### src/rtl/stable_priority_task_queue_core_assert.svh
// ----------------------------------------------------------------------------
// Assertion macros for the stable priority task queue
// Clocked on clk_i, disabled while rst_ni is low.
// ----------------------------------------------------------------------------
`ifndef STABLE_PRIORITY_TASK_QUEUE_CORE_ASSERT_SVH
`define STABLE_PRIORITY_TASK_QUEUE_CORE_ASSERT_SVH

// check a property in every cycle
`define SPTQ_ASSERT(lbl, prop, msg) \
  lbl: assert property (@(posedge clk_i) disable iff (!rst_ni) (prop)) else $error(msg);

// check a consequence in the cycle after a trigger
`define SPTQ_ASSERT_NEXT(lbl, trig, prop, msg) \
  lbl: assert property (@(posedge clk_i) disable iff (!rst_ni) (trig) |=> (prop)) \
    else $error(msg);

`endif

### src/rtl/sptq_pkg.sv
// ----------------------------------------------------------------------------
// sptq_pkg
// Opcodes, status codes and command type shared by the queue core and cells.
// ----------------------------------------------------------------------------
package sptq_pkg;

  typedef enum logic [1:0] {
    OP_PUSH = 2'd0,
    OP_POP  = 2'd1,
    OP_STOP = 2'd2
  } sptq_op_e;

  typedef enum logic [2:0] {
    ST_OK       = 3'd0,
    ST_EMPTY    = 3'd1,
    ST_FULL     = 3'd2,
    ST_REJECTED = 3'd3,
    ST_DRAINED  = 3'd4
  } sptq_status_e;

  typedef struct packed {
    logic push;
    logic pop;
  } sptq_cmd_t;

  localparam int unsigned LevelPortW  = 8;
  localparam int unsigned HandlePortW = 16;
  localparam int unsigned OccPortW    = 6;

endpackage

### src/rtl/sptq_cell.sv
// ----------------------------------------------------------------------------
// sptq_cell
// One slot of the sorted queue: holds a level and handle, flags itself as an
// insertion point for an incoming word, and shifts toward or away from the
// front with its neighbors.
// ----------------------------------------------------------------------------
module sptq_cell import sptq_pkg::*; #(
  parameter int unsigned LEVEL_W = 8,
  parameter int unsigned CNT_W   = 6,
  parameter int unsigned INDEX   = 0
) (
  input  logic                   clk_i,
  input  sptq_cmd_t              cmd_i,
  input  logic [CNT_W-1:0]       count_i,
  input  logic [LEVEL_W-1:0]     new_lvl_i,
  input  logic [HandlePortW-1:0] new_hdl_i,
  input  logic                   prev_ins_i,
  input  logic [LEVEL_W-1:0]     prev_lvl_i,
  input  logic [HandlePortW-1:0] prev_hdl_i,
  input  logic [LEVEL_W-1:0]     next_lvl_i,
  input  logic [HandlePortW-1:0] next_hdl_i,
  output logic                   ins_o,
  output logic [LEVEL_W-1:0]     lvl_o,
  output logic [HandlePortW-1:0] hdl_o
);

  logic [LEVEL_W-1:0]     lvl_q, lvl_d;
  logic [HandlePortW-1:0] hdl_q, hdl_d;
  logic                   empty_slot;

  assign empty_slot = (count_i <= CNT_W'(INDEX));
  assign ins_o      = empty_slot || (lvl_q > new_lvl_i);

  always_comb begin
    lvl_d = lvl_q;
    hdl_d = hdl_q;
    if (cmd_i.push) begin
      if (prev_ins_i) begin
        lvl_d = prev_lvl_i;
        hdl_d = prev_hdl_i;
      end else if (ins_o) begin
        lvl_d = new_lvl_i;
        hdl_d = new_hdl_i;
      end
    end else if (cmd_i.pop) begin
      lvl_d = next_lvl_i;
      hdl_d = next_hdl_i;
    end
  end

  always_ff @(posedge clk_i) begin
    lvl_q <= lvl_d;
    hdl_q <= hdl_d;
  end

  assign lvl_o = lvl_q;
  assign hdl_o = hdl_q;

endmodule

### src/rtl/stable_priority_task_queue_core.sv
// ----------------------------------------------------------------------------
// stable_priority_task_queue_core
// Sorted task queue built as a chain of QUEUE_DEPTH cells kept in ascending
// level order, equal levels in arrival order. Each input word (push, pop or
// stop) is accepted on handshake and its single result word appears in the
// output register on the next cycle; a new word is accepted every cycle while
// the output side takes results. All cells compare the pushed level against
// their own entry and shift one place in the same clock edge, so that compare
// plus the neighbor shift set the cycle time, not the queue depth.
// ----------------------------------------------------------------------------
`include "stable_priority_task_queue_core_assert.svh"

module stable_priority_task_queue_core import sptq_pkg::*; #(
  parameter int unsigned QUEUE_DEPTH = 32,
  parameter int unsigned LEVEL_BITS  = 8
) (
  input  logic                   clk_i,
  input  logic                   rst_ni,
  input  logic                   in_valid_i,
  output logic                   in_ready_o,
  input  logic [1:0]             opcode_i,
  input  logic [LevelPortW-1:0]  level_i,
  input  logic [HandlePortW-1:0] handle_i,
  output logic                   out_valid_o,
  input  logic                   out_ready_i,
  output logic [2:0]             status_o,
  output logic [LevelPortW-1:0]  out_level_o,
  output logic [HandlePortW-1:0] out_handle_o,
  output logic [OccPortW-1:0]    occupancy_o
);

  localparam int unsigned LvlW = (LEVEL_BITS < LevelPortW) ? LEVEL_BITS : LevelPortW;
  localparam int unsigned CntW = $clog2(QUEUE_DEPTH + 1);

  logic [LvlW-1:0]        lvl_w [QUEUE_DEPTH];
  logic [HandlePortW-1:0] hdl_w [QUEUE_DEPTH];
  logic [QUEUE_DEPTH-1:0] ins_w;

  logic [CntW-1:0] count_q, count_d;
  logic            stopped_q, stopped_d;
  logic            out_valid_q;
  sptq_status_e    status_q, status_d;
  logic [LvlW-1:0]        out_lvl_q, out_lvl_d;
  logic [HandlePortW-1:0] out_hdl_q, out_hdl_d;

  logic            accept;
  logic            is_push, is_pop, is_stop;
  logic            full, empty;
  sptq_cmd_t       cmd;
  logic [LvlW-1:0] new_lvl;

  assign in_ready_o = !out_valid_q || out_ready_i;
  assign accept     = in_valid_i && in_ready_o;
  assign is_push    = accept && (opcode_i == OP_PUSH);
  assign is_pop     = accept && (opcode_i == OP_POP);
  assign is_stop    = accept && (opcode_i == OP_STOP);
  assign full       = (count_q >= CntW'(QUEUE_DEPTH));
  assign empty      = (count_q == '0);
  assign new_lvl    = level_i[LvlW-1:0];

  assign cmd.push = is_push && !stopped_q && !full;
  assign cmd.pop  = is_pop && !empty;

  for (genvar i = 0; i < QUEUE_DEPTH; i++) begin : g_cell
    logic                   prev_ins;
    logic [LvlW-1:0]        prev_lvl, next_lvl;
    logic [HandlePortW-1:0] prev_hdl, next_hdl;

    if (i == 0) begin : g_first
      assign prev_ins = 1'b0;
      assign prev_lvl = '0;
      assign prev_hdl = '0;
    end else begin : g_mid
      assign prev_ins = ins_w[i-1];
      assign prev_lvl = lvl_w[i-1];
      assign prev_hdl = hdl_w[i-1];
    end

    if (i == QUEUE_DEPTH - 1) begin : g_last
      assign next_lvl = lvl_w[i];
      assign next_hdl = hdl_w[i];
    end else begin : g_inner
      assign next_lvl = lvl_w[i+1];
      assign next_hdl = hdl_w[i+1];
    end

    sptq_cell #(
      .LEVEL_W(LvlW),
      .CNT_W  (CntW),
      .INDEX  (i)
    ) u_cell (
      .clk_i     (clk_i),
      .cmd_i     (cmd),
      .count_i   (count_q),
      .new_lvl_i (new_lvl),
      .new_hdl_i (handle_i),
      .prev_ins_i(prev_ins),
      .prev_lvl_i(prev_lvl),
      .prev_hdl_i(prev_hdl),
      .next_lvl_i(next_lvl),
      .next_hdl_i(next_hdl),
      .ins_o     (ins_w[i]),
      .lvl_o     (lvl_w[i]),
      .hdl_o     (hdl_w[i])
    );
  end

  always_comb begin
    count_d   = count_q;
    stopped_d = stopped_q;
    status_d  = ST_OK;
    out_lvl_d = '0;
    out_hdl_d = '0;
    if (is_push) begin
      if (stopped_q) begin
        status_d = ST_REJECTED;
      end else if (full) begin
        status_d = ST_FULL;
      end else begin
        count_d = count_q + 1'b1;
      end
    end else if (is_pop) begin
      if (empty) begin
        status_d = stopped_q ? ST_DRAINED : ST_EMPTY;
      end else begin
        out_lvl_d = lvl_w[0];
        out_hdl_d = hdl_w[0];
        count_d   = count_q - 1'b1;
      end
    end else if (is_stop) begin
      stopped_d = 1'b1;
    end
  end

  always_ff @(posedge clk_i or negedge rst_ni) begin
    if (!rst_ni) begin
      count_q     <= '0;
      stopped_q   <= 1'b0;
      out_valid_q <= 1'b0;
    end else begin
      count_q   <= count_d;
      stopped_q <= stopped_d;
      if (accept) begin
        out_valid_q <= 1'b1;
      end else if (out_ready_i) begin
        out_valid_q <= 1'b0;
      end
    end
  end

  always_ff @(posedge clk_i) begin
    if (accept) begin
      status_q  <= status_d;
      out_lvl_q <= out_lvl_d;
      out_hdl_q <= out_hdl_d;
    end
  end

  assign out_valid_o  = out_valid_q;
  assign status_o     = status_q;
  assign out_level_o  = LevelPortW'(out_lvl_q);
  assign out_handle_o = out_hdl_q;
  assign occupancy_o  = OccPortW'(count_q);

  `SPTQ_ASSERT(a_count_bound, count_q <= CntW'(QUEUE_DEPTH), "entry count above depth")
  `SPTQ_ASSERT_NEXT(a_stop_sticky, stopped_q, stopped_q, "stop flag cleared")
  `SPTQ_ASSERT_NEXT(a_pop_shrinks, cmd.pop, (count_q + 1'b1 == $past(count_q)) && (status_q == ST_OK), "pop did not remove one entry")
  `SPTQ_ASSERT_NEXT(a_reject_hold, is_push && stopped_q, (status_q == ST_REJECTED) && $stable(count_q), "push after stop changed queue")
  `SPTQ_ASSERT(a_front_sorted, (count_q < CntW'(2)) || (lvl_w[0] <= lvl_w[1]), "front entries out of order")

endmodule
### config.mk
export PLATFORM = sky130hd
export DESIGN_NAME = stable_priority_task_queue_core
export DESIGN_NICKNAME = d
export VERILOG_FILES = /design/src/rtl/sptq_pkg.sv /design/src/rtl/sptq_cell.sv /design/src/rtl/stable_priority_task_queue_core.sv
export VERILOG_INCLUDE_DIRS = /design/src /design/src/rtl
export SDC_FILE = /design/constraint.sdc
export NUM_CORES = 2
export LEC_CHECK = 0
export BUFFER_PORTS_ARGS = -buffer_cell sky130_fd_sc_hd__clkbuf_2
export CORE_ASPECT_RATIO = 1.1
export CORE_MARGIN = 1
export CORE_UTILIZATION = 50
export DETAILED_ROUTE_END_ITERATION = 16
export GPL_TIMING_DRIVEN = 0
export MAX_ROUTING_LAYER = met4
export PLACE_DENSITY = 0.66
export SYNTH_ARGS = -nofsm -noshare
export SYNTH_HDL_FRONTEND = slang
export SYNTH_SLANG_ARGS = --single-unit
export TNS_END_PERCENT = 50
### constraint.sdc
create_clock -name clk_i -period 4.81 [get_ports clk_i]
set_clock_uncertainty 0.15 [all_clocks]
set_input_delay 0.7215 -clock clk_i [delete_from_list [all_inputs] [get_ports clk_i]]
set_output_delay 0.7215 -clock clk_i [all_outputs]
set_load 0.05 [all_outputs]
### Word level (Yosys, flattened, before mapping)

Cells that the tools add are included.

* logic and storage cells: 523
* bits of input ports: 30
* output and inout bits: 35
* bits in registers: 803

* $add $sub $neg: 2
* multiplexer cells: 263
* reductions and logical operators: 85
* order comparisons: 65
* bitwise operators: 2
* equality and inequality tests: 36

Operators with widths (number)
* $mux 16: 125
* $mux 8: 125
* $gt 8x8->1: 32
* $le 6x5->1 const B: 16
* $ne 3x1->1 const B: 30
* $reduce_and 2->1: 32
* $le 6x4->1 const B: 8
* $logic_or 1x1->1: 33
* $mux 6: 5
* $le 6x3->1 const B: 4
* $le 6x1->1 const B: 2
* $le 6x2->1 const B: 2
* $mux 3: 4
* $reduce_bool 2->1: 4
* $logic_and 1x1->1: 7
* $add 6x1->6 const B: 1
* $ge 6x6->1 const B: 1
* $logic_not 6->1: 1
* $ne 2x2->1 const B: 3
* $sub 6x1->6 const B: 1
* $logic_not 1->1: 4
* $mux 2: 2
* $reduce_and 4->1: 1
* $reduce_and 3->1: 1
* 7 further kinds: 9

### Logic depth before layout (Yosys ltp)

* word-level depth: 8
* depth in mapped cells: 10
* depth with buffers taken out: 7

### By module

A second synthesis with hierarchy kept.

* cell total of the unflattened synthesis: 4519
* area total of the unflattened synthesis: 48940.7 µm²

Modules (own cells, without submodules)
* sptq_cell (g_cell[13].u_cell ...): instances 6, area each 1473.9 µm², sequential area each 720.7 µm², cells each 137
* sptq_cell (g_cell[0].u_cell ...): instances 4, area each 1477.7 µm², sequential area each 720.7 µm², cells each 139
* sptq_cell (g_cell[21].u_cell ...): instances 2, area each 1478.9 µm², sequential area each 720.7 µm², cells each 138
* sptq_cell (g_cell[23].u_cell ...): instances 2, area each 1461.4 µm², sequential area each 720.7 µm², cells each 139
* stable_priority_task_queue_core: instances 1, area each 1557.7 µm², sequential area each 1011.0 µm², cells each 111
* sptq_cell (g_cell[24].u_cell): instances 1, area each 1524.0 µm², sequential area each 720.7 µm², cells each 137
* sptq_cell (g_cell[5].u_cell): instances 1, area each 1506.4 µm², sequential area each 720.7 µm², cells each 138
* sptq_cell (g_cell[10].u_cell): instances 1, area each 1501.4 µm², sequential area each 720.7 µm², cells each 138
* sptq_cell (g_cell[18].u_cell): instances 1, area each 1497.7 µm², sequential area each 720.7 µm², cells each 138
* sptq_cell (g_cell[16].u_cell): instances 1, area each 1493.9 µm², sequential area each 720.7 µm², cells each 137
* sptq_cell (g_cell[28].u_cell): instances 1, area each 1483.9 µm², sequential area each 720.7 µm², cells each 137
* sptq_cell (g_cell[20].u_cell): instances 1, area each 1482.7 µm², sequential area each 720.7 µm², cells each 139
* sptq_cell (g_cell[25].u_cell): instances 1, area each 1482.7 µm², sequential area each 720.7 µm², cells each 137
* sptq_cell (g_cell[27].u_cell): instances 1, area each 1482.7 µm², sequential area each 720.7 µm², cells each 138
* +9 rows

### Worst setup path before layout

OpenSTA, ideal clock, no wires.

* kind: input port to flip-flop
* start point: input port level_i[7]
* end point: register g_cell[26].u_cell.hdl_q[0] (enable)
* stages on the path: 8
* data required time: 4.240 ns
* arrival time: 4.144 ns
* buffers on the path: 1
* slack: 0.097 ns
* setup time: 0.420 ns
* path through: inv_1 ha_1 nand4_1 nor2_1 a211oi_1 buf_2 nor3_1 a31oi_1

* cells in the longest elaborated chain, start to end: 4
* elaborated cells on any way between the ends: 6
* those cells by class: 2 x order compare; 1 x eq/ne; 3 x reduce/logical

Ends and longest elaborated chain
* start: declaration: RTL line stable_priority_task_queue_core.sv:22 `input logic [LevelPortW-1:0] level_i,`
* $gt 8x8->1: RTL line sptq_cell.sv:32 `assign ins_o = empty_slot || (lvl_q > new_lvl_i);`
* $logic_or 1x1->1: RTL line sptq_cell.sv:32
* $ne 3x1->1 (no line) *
* $reduce_and 2->1 (no line) *
* end signal: assignment: RTL line sptq_cell.sv:53 `hdl_q <= hdl_d;`
* end: declaration: RTL line sptq_cell.sv:28 `logic [HandlePortW-1:0] hdl_q, hdl_d;`

Every way passes the cells marked *; elsewhere a longest branch is shown, timed or not.
A chain may end at the register's enable or synchronous reset.

### Worst setup path after layout

* start point: input port level_i[4]
* end point: register g_cell[5].u_cell.hdl_q[14] (enable)

* cells in the longest elaborated chain, start to end: 4
* elaborated cells on any way between the ends: 6
* those cells by class: 2 x order compare; 1 x eq/ne; 3 x reduce/logical

Ends and longest elaborated chain (RTL line)
* $gt 8x8->1: sptq_cell.sv:32
* $logic_or 1x1->1: sptq_cell.sv:32
* $ne 3x1->1 (no line) *
* $reduce_and 2->1 (no line) *
* end signal: assignment: sptq_cell.sv:53
* end: declaration: sptq_cell.sv:28

Marked as above.

==> flow_summary.toml <==
[detailed_routing]
drt_pass1_iterations = 7
met2_length_um = 94600
wl_um = 214000
routedWlPerCell_um = 30.5
drc_errors = 0
dr_wl_met3_um = 23000
viasPerCell = 7.17
drt-met1-wl_um = 78500
ant_nets = 0
first_iter_violations = 6121
routed.top_layer = "met4"
vias = 50300

[floorplanning]
design.die.area_um2 = 105000
rows = 123
die_y_um = 340
fp.coreArea_um2 = 102000
io_pins = 65
fp.dieW_um = 309
start_util_pct = 50.5

[synthesis]
synth_async_sr_flop_share_pct = 0.996
syn_avg_cell_area_um2 = 9.64
yosysSeqAreaShare_pct = 46.5
synth-edff-count = 795
synth_top_area_share_pct = 46.1
ys_types = 59
ys.flop_type = "edfxtp_1"
synth.area.top_cells = "edfxtp_1, o31ai_1, nand4_1, a31oi_1, ha_1"
synth_most_common_cell = "edfxtp_1"
synthCells = 5373
synthTopCellsByCount = "edfxtp_1, nand4_1, nor2_1"
synth_seq_cells = 803
yosysTopAreaCell = "edfxtp_1"
yosys_warnings = 0
synthesis.area_um2 = 51800
synthesis.nets = 5655

[cts]
cts-root-buf = "clkbuf_16"
cts_sinks = 803
cts_buffers = 92
clock_path_buffers = 3
htreeDepth = 3
path_clk_slew_ns = 0.06
cts_tree = "built"
cts_setup_buffers = 0
clk_latency_ns = 0.70

[run_status]
status = "finished, violations left"
violations = "max-capacitance violations, max-slew violations"

[timing]
drv_slew = 21
clock.fmax_mhz = 219
hold_violations = 0
rsz0062_at_grt = "no"
setup_viol = 0
tns_ns = 0
finalCriticalPeriod_ns = 4.56
worst_pin_slew_ns = 1.54
min_period_over_period_pct = 94.8
relSlewSlack_pct = -2.79

[hold_path]
hp-class = "input port to flop"

[global_route]
grt_pass1_wl_um = 309000
grt-ovfl-total = 0
track_usage_pct = 41.0
first_global_vias = 48000
grt_max_degree = 37
antenna_found_initial = 7

[setup_path]
cp_slowest_cell = "a211oi_1"
crit_family = "compound AO/OA/AOI/OAI gates"
crit_type = "input port to flop"
crit_path_max_incr_delay_ns = 0.96
end_kind = "flop"
cp.required_ns = 4.98
critPathBufInv = 4
crit_chain = "clkbuf_2, inv_2, buf_12, ha_1, nand4_1, nor2_1, a211oi_1, buf_2, nor3_1, a31oi_4"
arrival_ns = 4.73
start_kind = "input port"
cp_max_fo = 24

[layout]
final_cells = 7019
syn_to_final_growth_pct = 11.1
final_nets = 5834
drive_gt1_share_pct = 10.2

[job]
maxCapViolCount = 2

[placement]
port_buffers = 62
hpwlAfterDp_um = 160000
gp_congestion = 0.986
dp_cells = 6831

[power]
ir_worst_vdd_uv = 283
p_leak_nw = 19.4
power_w = 0.0235
power_density_nw_per_um2 = 408
## registers in the layout, indices dropped and copies added (netlist names)
register	count
g_cell.u_cell.lvl_o	256
out_level_o	8
stopped_q	1
out_valid_o	1
out_handle_o	16
status_o	3
occupancy_o	6
g_cell.u_cell.hdl_o	512
## cells in the final DEF, fill, tap and decap left out, types with 9 or more instances in the layout
cell type	instances
a211o_1	29
a211oi_2	23
a21o_1	11
a21oi_1	98
a21oi_2	13
a31oi_1	698
a31oi_2	11
a31oi_4	19
and2_1	25
buf_1	27
buf_2	242
buf_8	11
clkbuf_1	398
clkbuf_16	92
clkbuf_2	64
clkinv_1	20
clkinv_2	18
diode_2	16
edfxtp_1	795
ha_1	252
inv_1	40
inv_2	9
mux2_1	19
nand2_1	155
nand4_1	781
nor2_1	746
nor2b_1	61
nor3_1	26
o211ai_1	52
o21ai_0	44
o21ai_1	35
o31ai_1	696
## repair_timing
item,in CTS,in global routing
resized for setup,0,0
endpoints found under the hold margin,8,0
hold buffers,1,0
## power breakdown
part           switching, W  leakage [nW]  internal, W
sequential         0.000240          7.36      0.00793
combinational       0.00601          10.6      0.00217
clock               0.00317          1.42      0.00398
## cell families after synthesis
logic type	count (synthesis)	share of synthesized area (%)
buf+inv	709	5.83
fa+ha+maj	252	6.09
simple gates	1824	17.7
xor+xnor	6	0.101
flops	803	46.5
compound gates	1754	23.3
mux	25	0.541
## worst register-to-register path, stage by stage (launching register included)
cell and delay, ns:
dfrtp_1 0.33, nor2b_1 0.68, nor4_4 0.11, nand2_1 0.14, inv_2 0.04, buf_2 0.37, buf_2 0.35, clkbuf_2 0.44
buf_16 0.33, a31oi_4 0.79
## final timing paths
kind                                                         to  cells after the start               startpoint  slack (ns)
hold / removal                          out_valid_o$_DFFE_PN0P_                      3               in_valid_i        0.18
min in group asynchronous            occupancy_o[2]$_DFFE_PN0P_                      2                   rst_ni        0.45
max in group asynchronous               out_valid_o$_DFFE_PN0P_                      2                   rst_ni        3.72
hold reg to reg                           stopped_q$_DFFE_PN0P_                      1    stopped_q$_DFFE_PN0P_        0.38
setup reg to reg           g_cell[5].u_cell.hdl_o[14]$_DFFE_PP_                      9  out_valid_o$_DFFE_PN0P_        0.70
setup / recovery           g_cell[5].u_cell.hdl_o[14]$_DFFE_PP_                     10               level_i[4]        0.25
## metrics by stage
stage               instance area (um^2)  hold WS [ns]  utilization (%)  setup slack [ns]
detailed placement                 54600         0.361             53.3            -0.440
finish                             57600         0.184             56.2             0.250
global placement                   53800         0.356             52.5             -2.87
floorplan                          51800         0.276                -            0.0966
global route                       57600         0.201             56.2             0.190
CTS                                57500         0.151             56.1             0.280
## layer usage
| layer | global-route usage [%] | up-vias |
|---|---|---|
| met1 | 48.4 | 24200 |
| met4 | 29.4 | 0 |
| li1 | - | 22100 |
| met3 | 10.1 | 851 |
| met5 | - | - |
| met2 | 60.9 | 3156 |
## area by class of cell
| class | count | area [um^2] |
|---|---|---|
| Fill cell | 9356 | 44900 |
| Multi-Input combinational cell | 3861 | 25100 |
| Sequential cell | 803 | 24100 |
| Buffer | 660 | 2840 |
| Clock buffer | 113 | 2400 |
| Tap cell | 1375 | 1720 |
| Timing Repair Buffer | 85 | 728 |
| Clock inverter | 57 | 505 |
| Inverter | 49 | 184 |
| Antenna cell | 16 | 40.0 |
Power figures use the tool's default switching activity.
